===== src/sv/p1305_fifo.sv =====
// Poly1305 MAC: small first-word-fall-through queue of registers.
// Uses no package; width and depth come from the instantiating module.
`default_nettype none

module p1305_fifo #(
    parameter int WIDTH = 8,
    parameter int DEPTH = 2
) (
    input  logic             i_clk,
    input  logic             i_rst_n,
    input  logic             i_wr,
    input  logic [WIDTH-1:0] i_wr_data,
    output logic             o_full,
    input  logic             i_rd,
    output logic [WIDTH-1:0] o_rd_data,
    output logic             o_empty
);

    localparam int PW = (DEPTH > 1) ? $clog2(DEPTH) : 1;
    localparam int CW = $clog2(DEPTH + 1);

    logic [WIDTH-1:0] r_mem [DEPTH];
    logic [PW-1:0]    r_wr_ptr, r_rd_ptr;
    logic [CW-1:0]    r_count;
    logic             w_wr, w_rd;

    assign o_full    = (r_count == CW'(DEPTH));
    assign o_empty   = (r_count == '0);
    assign w_wr      = i_wr && !o_full;
    assign w_rd      = i_rd && !o_empty;
    assign o_rd_data = r_mem[r_rd_ptr];

    always_ff @(posedge i_clk) begin
        if (!i_rst_n) begin
            r_wr_ptr <= '0;
            r_rd_ptr <= '0;
            r_count  <= '0;
        end else begin
            if (w_wr) begin
                r_wr_ptr <= (r_wr_ptr == PW'(DEPTH - 1)) ? '0 : r_wr_ptr + 1'b1;
            end
            if (w_rd) begin
                r_rd_ptr <= (r_rd_ptr == PW'(DEPTH - 1)) ? '0 : r_rd_ptr + 1'b1;
            end
            if (w_wr && !w_rd) begin
                r_count <= r_count + 1'b1;
            end else if (w_rd && !w_wr) begin
                r_count <= r_count - 1'b1;
            end
        end
    end

    always_ff @(posedge i_clk) begin
        if (w_wr) begin
            r_mem[r_wr_ptr] <= i_wr_data;
        end
    end

endmodule

`default_nettype wire


===== config.mk =====
export PLATFORM = sky130hd
export DESIGN_NAME = p1305_fifo
export DESIGN_NICKNAME = d
export VERILOG_FILES = /design/src/sv/p1305_fifo.sv
export SDC_FILE = /design/constraint.sdc
export NUM_CORES = 1
export LEC_CHECK = 0
export ABC_CLOCK_PERIOD_IN_PS = 2500
export BUFFER_PORTS_ARGS = -buffer_cell sky130_fd_sc_hd__buf_2
export CAP_MARGIN = 20
export CORE_MARGIN = 2
export CORE_UTILIZATION = 40
export DETAILED_ROUTE_END_ITERATION = 8
export PLACE_DENSITY_LB_ADDON = 0.15
export SLEW_MARGIN = 30
export SYNTH_ARGS = -nofsm -noshare
export SYNTH_HDL_FRONTEND = slang
export SYNTH_SLANG_ARGS = --single-unit

===== constraint.sdc =====
create_clock -name i_clk -period 2.5 [get_ports i_clk]
set_input_delay 0.125 -clock i_clk [delete_from_list [all_inputs] [get_ports i_clk]]
set_output_delay 0.125 -clock i_clk [all_outputs]
set_load 0.005 [all_outputs]

Yosys cells after proc, flatten, opt, wreduce, memory -nomap -nowiden. Memory sizes are Yosys's and may differ from the RTL's. A register that Yosys moved wholly into a read port is not among the register bits. Index checks and enable logic that the tools add are counted.

RAM bits: 16. Memories kept: 1. Register bits: 4.

Reduce and logical (&&, ||, !) cells: 10. Mux-type cells: 8. Equal/unequal tests: 1. Add/sub/neg operators: 4.

Memories: r_mem (depth 2, width 8, read ports 1, clocked after Yosys merged registers in 1, wr ports 1, line 22) `logic [WIDTH-1:0] r_mem [DEPTH];`.

Operator list (count): $mux 1 (6); $logic_and 1x1->1 (4); $logic_not 1->1 (4); $mux 2 (2); $add 1x1->1 const B (2); $add 2x1->2 const B (1); $eq 2x2->1 const B (1); $logic_not 2->1 (1); $reduce_bool 2->1 (1); $sub 2x1->2 const B (1).

Depth between registers and ports, before layout.
Depth after elaboration: 7. Depth in mapped cells: 7. Depth with buffers taken out: 7.

Least setup slack after synthesis. OpenSTA, ideal clock, no wires.

Path kind: reg-to-reg. Start point: register r_count[0]. End point: register r_count[1]. Setup slack: 1046 ps. Setup time: 70 ps. Stages on the path, launching flop included: 7. Arrival time: 1384 ps. Path buffers: 0. Path through: dfxtp_1 -> nand2b_1 -> inv_2 -> nor2_1 -> ha_1 -> or3_1 -> a21boi_1.

Longest elaborated chain between the ends: 6. Elaborated cells between the ends (all ways): 15.

RTL lines: start, declared (line 24) `logic [CW-1:0] r_count;`; start signal, assigned (line 46) `r_count <= r_count + 1'b1;`; start signal, assigned (line 48) `r_count <= r_count - 1'b1;`; $eq 2x2->1 (*) (line 27) `assign o_full = (r_count == CW'(DEPTH));`; via o_full (line 13) `output logic o_full,`; $logic_not 1->1 (*) (line 29) `assign w_wr = i_wr && !o_full;`; $logic_and 1x1->1 (*) (line 29); $logic_not 1->1 (line 47) `end else if (w_rd && !w_wr) begin`; $logic_and 1x1->1 (line 47); $reduce_bool 2->1 (no source line).

The timed path passes the listed nets; every way through them passes the cells marked *. The select of a mux whose other input is x is not followed. A chain may end at the register's enable or synchronous reset.

Worst setup path in the final report.
Start point: register r_count[0]. End point: memory r_mem[0][4], enable pin.

Longest elaborated chain between the ends: 5.

RTL lines: $eq 2x2->1 (line 27); $logic_not 1->1 (line 29); $logic_and 1x1->1 (line 29); $mux 1 (line 54) `if (w_wr) begin`; $mux 1 (not written as such) (line 55) `r_mem[r_wr_ptr] <= i_wr_data;`; end, declared (line 22).

No other way between the ends.

==> flow_summary.ini <==
[clock_tree]
ctsHoldBuffers = 0
postCtsSetupRepairBufs = 0
clk_latency_ps = 290
cts-root-buf = clkbuf_4
cts_max_level = 1
cts_buffers = 3
cts_resized = 0
cts_tree = yes
clock_sinks = 21
clkTransAtPathRegs_ps = 110
cts_buffer_depth = 2

[sta]
setup_viol = 0
setup_tns_ps = 0
setup_slack_ps = 911.2
fmax_ghz = 0.6294
hold_ws_ps = 16.21
fin_skew_ps = 4.494
worstMarginPinSlew_ps = 760.2
hold_viol_final = 0
slew_viol_final = 0
slew_headroom_pct = 49.05
finalCriticalPeriod_ps = 1589
min_period_over_period_pct = 63.55
grt_setup_unrepaired = false

[power_and_ir_drop]
vdd_drop_max_v = 0.0004741
power.leakage_uw = 0.0003957
powerDensity_nw_per_um2 = 907.6
switching_share_pct = 27.86
combPwrFrac_pct = 29.3
pwr-share-clk_pct = 17.1
design_power_total_uw = 916.5
internal-power_uw = 661.2
sequentialPowerShare_pct = 53.6
p_sw_uw = 255.3

[layout]
areaGrowthSynthToFinish_pct = 24.73
drive_gt1_share_pct = 43.59
stdcell_count = 105
nFillCells = 187
diodes = 0
nets = 92

[worst_setup_path]
r2r_slack_ps = 910
crit_type = flop to flop
worst_ep_arrival_time_ps = 1520
required_ps = 2430
cp_max_fo = 9
start_kind = flop
end_kind = flop

[drt]
wirelength_um = 1212
antenna_left = 0
drt-pass1-iter-count = 4
drcViolationCount = 0
vias = 473
drt-wirelength-per-cell_um = 11.54
viasPerCell = 4.505
drt_iter0_drc = 5

[global_routing]
grt_usage_pct = 10.56
grt_pass1_vias = 422
grt_pass1_wl_um = 1863
antenna_found_initial = 0
overflow = 0
grt_max_degree = 12

[synthesis]
synth_top_area_cell = edfxtp_1
synth_top_cell_area_share_pct = 59.35
ys_warn_count = 0
syn_avg_cell_area_um2 = 16.19
yosys_register_bits = 21
postSynthCellCount = 50
synth.area.top_cells = edfxtp_1, dfxtp_1, mux2_2, and2_1, xnor2_1
synthFlopType = edfxtp_1
synth_nets = 63
syn-cell-area_um2 = 809.5
synth-edff-count = 16
yosysMostFrequentCell = edfxtp_1
seq_area_frac_synth_pct = 71.72
synth_cell_types = 20
synthArstFlopShare_pct = 0
synth_common_cells = edfxtp_1, mux2_2, dfxtp_1

[floorplanning]
start_util_pct = 41.69
io_pins = 22
fp.dieH_um = 48.99
placementRows = 16
fp.dieArea_um2 = 2400
die_w_um = 48.99
core-area_um2 = 1942

[placement]
hpwl_um = 805.3
post-place-ws_ps = 912.5
dpl.cell_count = 97
gp_congestion = 0.6563
io_buffers = 21

[flow_run]
cap_violations = 0

[min_path]
min_path_type = input pin to flop

[outcome]
status = finished clean
-- worst paths after layout --
| kind | from | to | depth (start not counted) |
|---|---|---|---|
| max | r_count[0] | r_mem[0][4] | 3 |
| min | i_wr_data[3] | r_mem[1][3] | 1 |
| max reg2reg | r_count[0] | r_mem[0][4] | 3 |
| min reg2reg | r_count[1] | r_count[1] | 2 |
-- cell families after synthesis --
family	Yosys count	share of synthesized area, %
adders and majority gates	1	1.545
and+or+nand+nor	9	6.803
AOI/OAI and AO/OA	5	4.018
buffers and inverters	3	1.544
xor gates and xnor gates	3	3.246
muxes	8	11.13
DFF	21	71.72
-- final cells by class --
type	count	area (um^2)	area share [%]
clock buffer	4	26.28	2.602
inverter	2	7.507	0.7435
multi-input combinational	26	216.5	21.44
sequential	21	580.6	57.50
tap	27	33.78	3.346
timing repair buffer	25	145.1	14.37
-- critical path, cell delays in order (launching register included) --
cell      delay [ps]
dfxtp_1          420
nand2b_1         170
inv_2             50
nor3_2           580
-- placed cells by master (no fill, tap or decap) --
cell           Yosys  final
dfxtp_1            5      5
and2_1             3      3
a21boi_0           1      1
o21ai_0            1      1
a21boi_1           1      1
o21a_1             1      1
clkbuf_1           0      1
inv_1              1      1
or3_1              1      1
edfxtp_1          16     16
xnor2_1            2      2
nor2_1             2      2
and3_1             1      1
mux2_2             8      8
buf_2              1     21
ha_1               1      1
o21ai_1            1      1
nor3_2             1      1
dlygate4sd3_1      0      4
nand2b_1           1      1
inv_2              1      1
clkbuf_4           0      3
xor2_1             1      1
-- routing by layer --
| metal | GRT usage [%] | share of wire, % |
|---|---|---|
| met2 | 18.04 | 48 |
| met5 | 0 | 0 |
| met1 | 12.42 | 46 |
| met3 | 3.988 | 6.1 |
| met4 | 2.857 | 0 |
-- power groups by stage --
stage                     clock network [uW]  logic [uW]  registers (uW)
final                                    157         268             491
after global routing                     176         300             502
after CTS                                165         268             492
after detailed placement                   0         267             499
after global placement                     0         267             500
after floorplan                            0         197             476
-- through the flow --
| stage | utilization, % | area [um^2] |
|---|---|---|
| after global placement | 48.58 | 943.4 |
| after detailed placement | 48.58 | 943.4 |
| after CTS | 49.94 | 969.7 |
| after floorplan | - | 809.5 |
| after global routing | 52.00 | 1010 |
| final | 52.00 | 1010 |
-- flip-flops by register name (all words and copies together), names as in the netlist, named ones only --
signal / flops
r_count: 2
r_mem: 16
r_rd_ptr: 1
r_wr_ptr: 1
No activity file was read; power rests on OpenSTA's default activity.
