File: config.mk
export PLATFORM = sky130hd
export DESIGN_NAME = p1305_front
export DESIGN_NICKNAME = d
export VERILOG_FILES = /design/src/sv/p1305_pkg.sv /design/src/sv/p1305_front.sv
export SDC_FILE = /design/constraint.sdc
export NUM_CORES = 1
export LEC_CHECK = 0
export ABC_AREA = 1
export BUFFER_PORTS_ARGS = -buffer_cell sky130_fd_sc_hd__clkbuf_2
export CAP_MARGIN = 20
export CORE_AREA = 5 5 101 103
export DETAILED_ROUTE_END_ITERATION = 8
export DIE_AREA = 0 0 106 108
export GPL_TIMING_DRIVEN = 0
export SLEW_MARGIN = 10
export SYNTH_ARGS = -nofsm -noshare
export SYNTH_HDL_FRONTEND = slang
export SYNTH_SLANG_ARGS = --single-unit
File: constraint.sdc
create_clock -name vclk -period 1.4
set_input_delay 0.28 -clock vclk [all_inputs]
set_output_delay 0.28 -clock vclk [all_outputs]
set_load 0.02 [all_outputs]
File: src/sv/p1305_pkg.sv
// Poly1305 MAC: shared types, widths and constants.
// No dependencies; imported by p1305_front, p1305_core and poly1305_mac_unit.
`default_nettype none

package p1305_pkg;

    localparam int N_LIMBS = 5;
    localparam int LIMB_W  = 26;
    localparam int ACC_W   = 27;
    localparam int HS_W    = 28;
    localparam int COEF_W  = 29;
    localparam int PROD_W  = HS_W + COEF_W;
    localparam int SUM_W   = 60;
    localparam int CARRY_W = SUM_W - LIMB_W;
    localparam int BLK_W   = 129;

    localparam logic [LIMB_W-1:0] LIMB_MASK = 26'h3ffffff;
    localparam logic [LIMB_W-1:0] CLAMP_R1  = 26'h3ffff03;
    localparam logic [LIMB_W-1:0] CLAMP_R2  = 26'h3ffc0ff;
    localparam logic [LIMB_W-1:0] CLAMP_R3  = 26'h3f03fff;
    localparam logic [LIMB_W-1:0] CLAMP_R4  = 26'h00fffff;
    localparam logic [31:0]       TOP_LIMB  = 32'h0400_0000;
    localparam logic [7:0]        PAD_BYTE  = 8'h01;
    localparam logic [4:0]        FULL_CNT  = 5'd16;

    localparam logic [1:0] CFG_R_LOW  = 2'd0;
    localparam logic [1:0] CFG_R_HIGH = 2'd1;
    localparam logic [1:0] CFG_S_LOW  = 2'd2;
    localparam logic [1:0] CFG_S_HIGH = 2'd3;

    typedef struct packed {
        logic [63:0] block_low;
        logic [63:0] block_high;
        logic [4:0]  byte_count;
        logic        last_block;
    } t_in;

    typedef struct packed {
        logic [63:0] tag_low;
        logic [63:0] tag_high;
    } t_out;

    typedef struct packed {
        logic             absorb;
        logic             last;
        logic [BLK_W-1:0] blk;
    } t_cmd;

    typedef enum logic [2:0] {
        ST_IDLE,
        ST_MUL,
        ST_FOLD,
        ST_FIN1,
        ST_FIN2,
        ST_FIN3
    } t_core_state;

endpackage

`default_nettype wire

File: src/sv/p1305_front.sv
// Poly1305 MAC front end: pads and classifies each message block request.
// Depends on p1305_pkg; feeds the command queue ahead of p1305_core.
`default_nettype none

module p1305_front import p1305_pkg::*; (
    input  logic i_push,
    input  logic i_full,
    input  t_in  i_item,
    output logic o_wr,
    output t_cmd o_cmd
);

    logic [4:0]   w_n;
    logic [127:0] w_msg;
    logic [127:0] w_blk;

    always_comb begin
        w_n   = (i_item.byte_count > FULL_CNT) ? FULL_CNT : i_item.byte_count;
        w_msg = {i_item.block_high, i_item.block_low};
        for (int j = 0; j < 16; j++) begin
            if (5'(j) < w_n) begin
                w_blk[8*j +: 8] = w_msg[8*j +: 8];
            end else if (5'(j) == w_n) begin
                w_blk[8*j +: 8] = PAD_BYTE;
            end else begin
                w_blk[8*j +: 8] = 8'h00;
            end
        end
        o_cmd.absorb = (w_n != 5'd0);
        o_cmd.last   = i_item.last_block;
        o_cmd.blk    = {(w_n == FULL_CNT), w_blk};
        // an empty block that is not last is taken and dropped
        o_wr = i_push && !i_full && (o_cmd.absorb || o_cmd.last);
    end

endmodule

`default_nettype wire

==> Word level (Yosys, flattened, before mapping) <==
Index checks and enable logic that the tools add are counted.
{ "word_totals": {"latch_bits": 0, "mem_count": 0, "reg_bits": 0, "mem_bits_rw": 0, "out_inout_bits": 132, "wordCells": 72, "romBits": 0} }
{ "classes": {"shift": 0, "n_eq_ne": 16, "div_mod_pow": 0, "muxes": 33, "n_bitwise": 0, "reduce_logical": 6, "n_addsub": 0, "mul": 0, "order_cmp": 17} }
{ "ops": {"columns": ["cell", "count"], "rows": [
  ["2-to-1 mux 8 bit", 16],
  ["equality test 4 x 5 -> 1 bit, first input constant", 8],
  ["< comparator 4 x 5 -> 1 bit, first input constant", 8],
  ["equality test 3 x 5 -> 1 bit, first input constant", 4],
  ["< comparator 3 x 5 -> 1 bit, first input constant", 4],
  ["2-to-1 mux 1 bit", 16],
  ["equality test 2 x 5 -> 1 bit, first input constant", 2],
  ["< comparator 1 x 5 -> 1 bit, first input constant", 2],
  ["< comparator 2 x 5 -> 1 bit, first input constant", 2],
  ["equality test 1 x 5 -> 1 bit, first input constant", 1],
  ["equality test 5 bit, second input constant", 1],
  ["greater-than comparator 5 bit, second input constant", 1],
  ["zero test 5 bit", 1],
  ["2-to-1 mux 5 bit", 1],
  ["nonzero test 5 bit", 1],
  ["logical AND 1 bit", 2],
  ["zero test 1 bit", 1],
  ["logical OR 1 bit", 1]
]} }

==> Depth between registers and ports, before layout <==
{ "depth": {"word_depth": 5, "depth_mapped": 9} }

==> Worst setup path before layout <==
OpenSTA, ideal clock, no wires.
{ "synth_timing": {"kind": "input-to-output", "start": "input i_item[2] in the netlist's numbering", "end": "output o_cmd[49] in the netlist's numbering", "stages": 5, "arrival_time_ns": 1.294, "slack_ns": -0.174, "required_time_ns": 1.120, "path_cell_list": "buf_2 > inv_2 > nor2_2 > nand2_2 > a21boi_0"} }
{ "synth_lines": {"columns": ["element", "line_no", "text"], "rows": [
  ["start, declared", "p1305_front.sv:8", "input t_in i_item,"],
  ["end, declared", "p1305_front.sv:10", "output t_cmd o_cmd"]
]} }

==> Final worst setup path <==
{ "layout_timing": {"start": "input i_item[5] in the netlist's numbering", "end": "output o_wr"} }
{ "layout_via": {"elab_chain_len": 5} }
{ "layout_rtl": {"columns": ["element", "line_no", "text"], "rows": [
  ["greater-than comparator 5 bit", "p1305_front.sv:18", "w_n = (i_item.byte_count > FULL_CNT) ? FULL_CNT : i_item.byte_count;"],
  ["2-to-1 mux 5 bit *", "p1305_front.sv:18", null],
  ["nonzero test 5 bit *", "p1305_front.sv:29", "o_cmd.absorb = (w_n != 5'd0);"],
  ["logical OR 1 bit *", "p1305_front.sv:33", "o_wr = i_push && !i_full && (o_cmd.absorb || o_cmd.last);"],
  ["logical AND 1 bit *", "p1305_front.sv:33", null],
  ["end, declared", "p1305_front.sv:9", "output logic o_wr,"]
]} }
Every way passes the cells marked *; elsewhere a longest branch is shown, timed or not.

==> impl_metrics.json <==
{
  "worstPathMaxFanout": 5,
  "path_class": "in2out",
  "clock_buffer_count": 0,
  "p_sw_frac": 0.547,
  "dp_hpwl_um": 7270,
  "syn_nets": 451,
  "wire_per_inst_um": 13.1,
  "yosys_warnings": 0,
  "ir_drop_uv": 167,
  "drive_above_1_share": 0.673,
  "seq_area_frac_synth": 0,
  "outcome": "finished with violations",
  "p_int_uw": 728,
  "first_global_vias": 2741,
  "crit_path_start_kind": "input port",
  "post-place-ws_ps": -443,
  "grt_overflow": 0,
  "hold_path.class": "in2out",
  "cts_hold_buf": 0,
  "clock_power_share": 0,
  "layoutNonFillerInstCount": 714,
  "postRouteAntennaNets": 0,
  "drc": 0,
  "fin_crit_ps": 1490,
  "powerDensity_nw_per_um2": 386,
  "diodes": 0,
  "switching_power_uw": 878,
  "worstSetupEndpointType": "output pin",
  "final_area_um2": 4160,
  "dp.cells": 691,
  "io-pin-count": 268,
  "track_usage": 0.139,
  "route.vias.total": 2755,
  "cp_data_required_time_ps": 1120,
  "seqCellArea_um2": 0,
  "sequentialPowerShare": 0,
  "synth_area_per_cell_um2": 4.29,
  "wl_um": 9340,
  "maxCapViolCount": 0,
  "synthCells": 315,
  "hold_violations": 0,
  "antenna_found_initial": 0,
  "setup_viol": 108,
  "violations": "setup timing",
  "die-area_um2": 11400,
  "rows": 35,
  "final.setup.tns_ps": -4100,
  "core_um2": 9110,
  "viasPerCell": 3.86,
  "power.total_uw": 1610,
  "initial_core_util": 0.148,
  "combPwrFrac": 1.000,
  "slew_headroom": 0.824,
  "drt_pass1_iterations": 4,
  "placed_area_um2": 2850,
  "area_growth_pct": 208,
  "flops_and_latches": 0,
  "ys_types": 22,
  "grt_max_degree": 11,
  "setup_ws_ps": -89.2,
  "p_leak_uw": 0.00261,
  "place_congestion": 0.791,
  "die_h_um": 108,
  "fin_crit_sh": 1.06,
  "nets": 741,
  "die_w_um": 106,
  "portBuffers": 265,
  "arrival_ps": 1210,
  "maxSlewViolCount": 0,
  "worstMarginPinSlew_ps": 264,
  "grt_pass1_wl_um": 13300,
  "fmax_mhz": 671,
  "netlist_area_um2": 1350,
  "rsz0062_at_grt": "yes",
  "first_iter_violations": 107
}
routing by layer:
layer / up-vias / GRT usage / routed length [um]
li1: 1435 / - / -
met1: 1174 / 0.149 / 3260
met2: 140 / 0.283 / 5150
met3: 6 / 0.0352 / 855
met4: 0 / 0.0111 / 68
met5: - / 0 / 0
area by class of cell:
| type | count | area (um2) |
|---|---|---|
| fill | 905 | 4950 |
| timing repair buffer | 284 | 2020 |
| multi-input combinational | 185 | 1370 |
| inverter | 123 | 507 |
| tap | 111 | 139 |
| buffer | 9 | 109 |
| timing repair inverter | 2 | 15.0 |
metrics by stage:
stage | hold WS, ps | utilization
floorplan | 673 | -
global placement | 850 | 0.313
detailed placement | 850 | 0.313
CTS | 852 | 0.396
global route | 855 | 0.457
finish | 843 | 0.457
final timing paths:
path	from	end	slack [ps]	cells after the start
setup / recovery	i_item[5]	o_wr	-90	9
hold / removal	i_item[84]	o_cmd[14]	840	4
Yosys cell counts (all sizes together):
library cell  number  area [um2]
a21boi             7        52.6
a31oi              1        12.5
nand2             54         228
inv              123         467
nor2             101         407
o21bai             1        7.51
nand3              6        30.0
clkbuf             1        3.75
o22ai              1        6.26
o21ai              8        40.0
buf                8        66.3
a21oi              2        17.5
nand4              2        12.5
timing repair:
| action | CTS | global route |
|---|---|---|
| endpoints found under the setup margin | 123 | 122 |
| resized for setup | 147 | 219 |
| buffers inserted | 11 | 7 |
| cloned | 6 | 0 |
| pin swaps | 14 | 18 |
critical path, cell delays in order:
cell       delay, ps
clkbuf_16        140
inv_12            70
nand2_8           60
nor2_4           120
buf_6            160
nand2_8           90
nor2_4           120
nor2_2            40
buf_6            120
layout by cell type (no fill, tap or decap), types with 2 or more instances in the layout:
cell type	netlist	routed
a21boi_2	0	6
buf_12	0	6
buf_2	2	13
buf_4	3	29
buf_6	3	35
buf_8	0	13
clkbuf_2	0	178
clkbuf_4	0	5
clkbuf_8	0	11
clkinvlp_4	0	2
inv_1	118	106
inv_12	0	2
inv_2	3	12
nand2_1	48	20
nand2_2	4	14
nand2_4	2	16
nand2_8	0	6
nand3_1	6	4
nand3_2	0	2
nand4_1	2	2
nor2_1	94	58
nor2_2	5	12
nor2_4	2	31
o21ai_1	3	3
o21ai_2	0	2
o21ai_4	0	2
logic make-up after synthesis:
kind of cell / synth area share
buffers and inverters: 0.398
and+or+nand+nor: 0.501
AOI/OAI and AO/OA: 0.101
power groups by stage:
stage / clock network (uW) / registers, uW / logic [uW]
final: 0 / 0 / 1610
after global routing: 0 / 0 / 1730
after CTS: 0 / 0 / 1400
after detailed placement: 0 / 0 / 1140
after global placement: 0 / 0 / 1140
after floorplan: 0 / 0 / 649
Power figures use the tool's default switching activity.
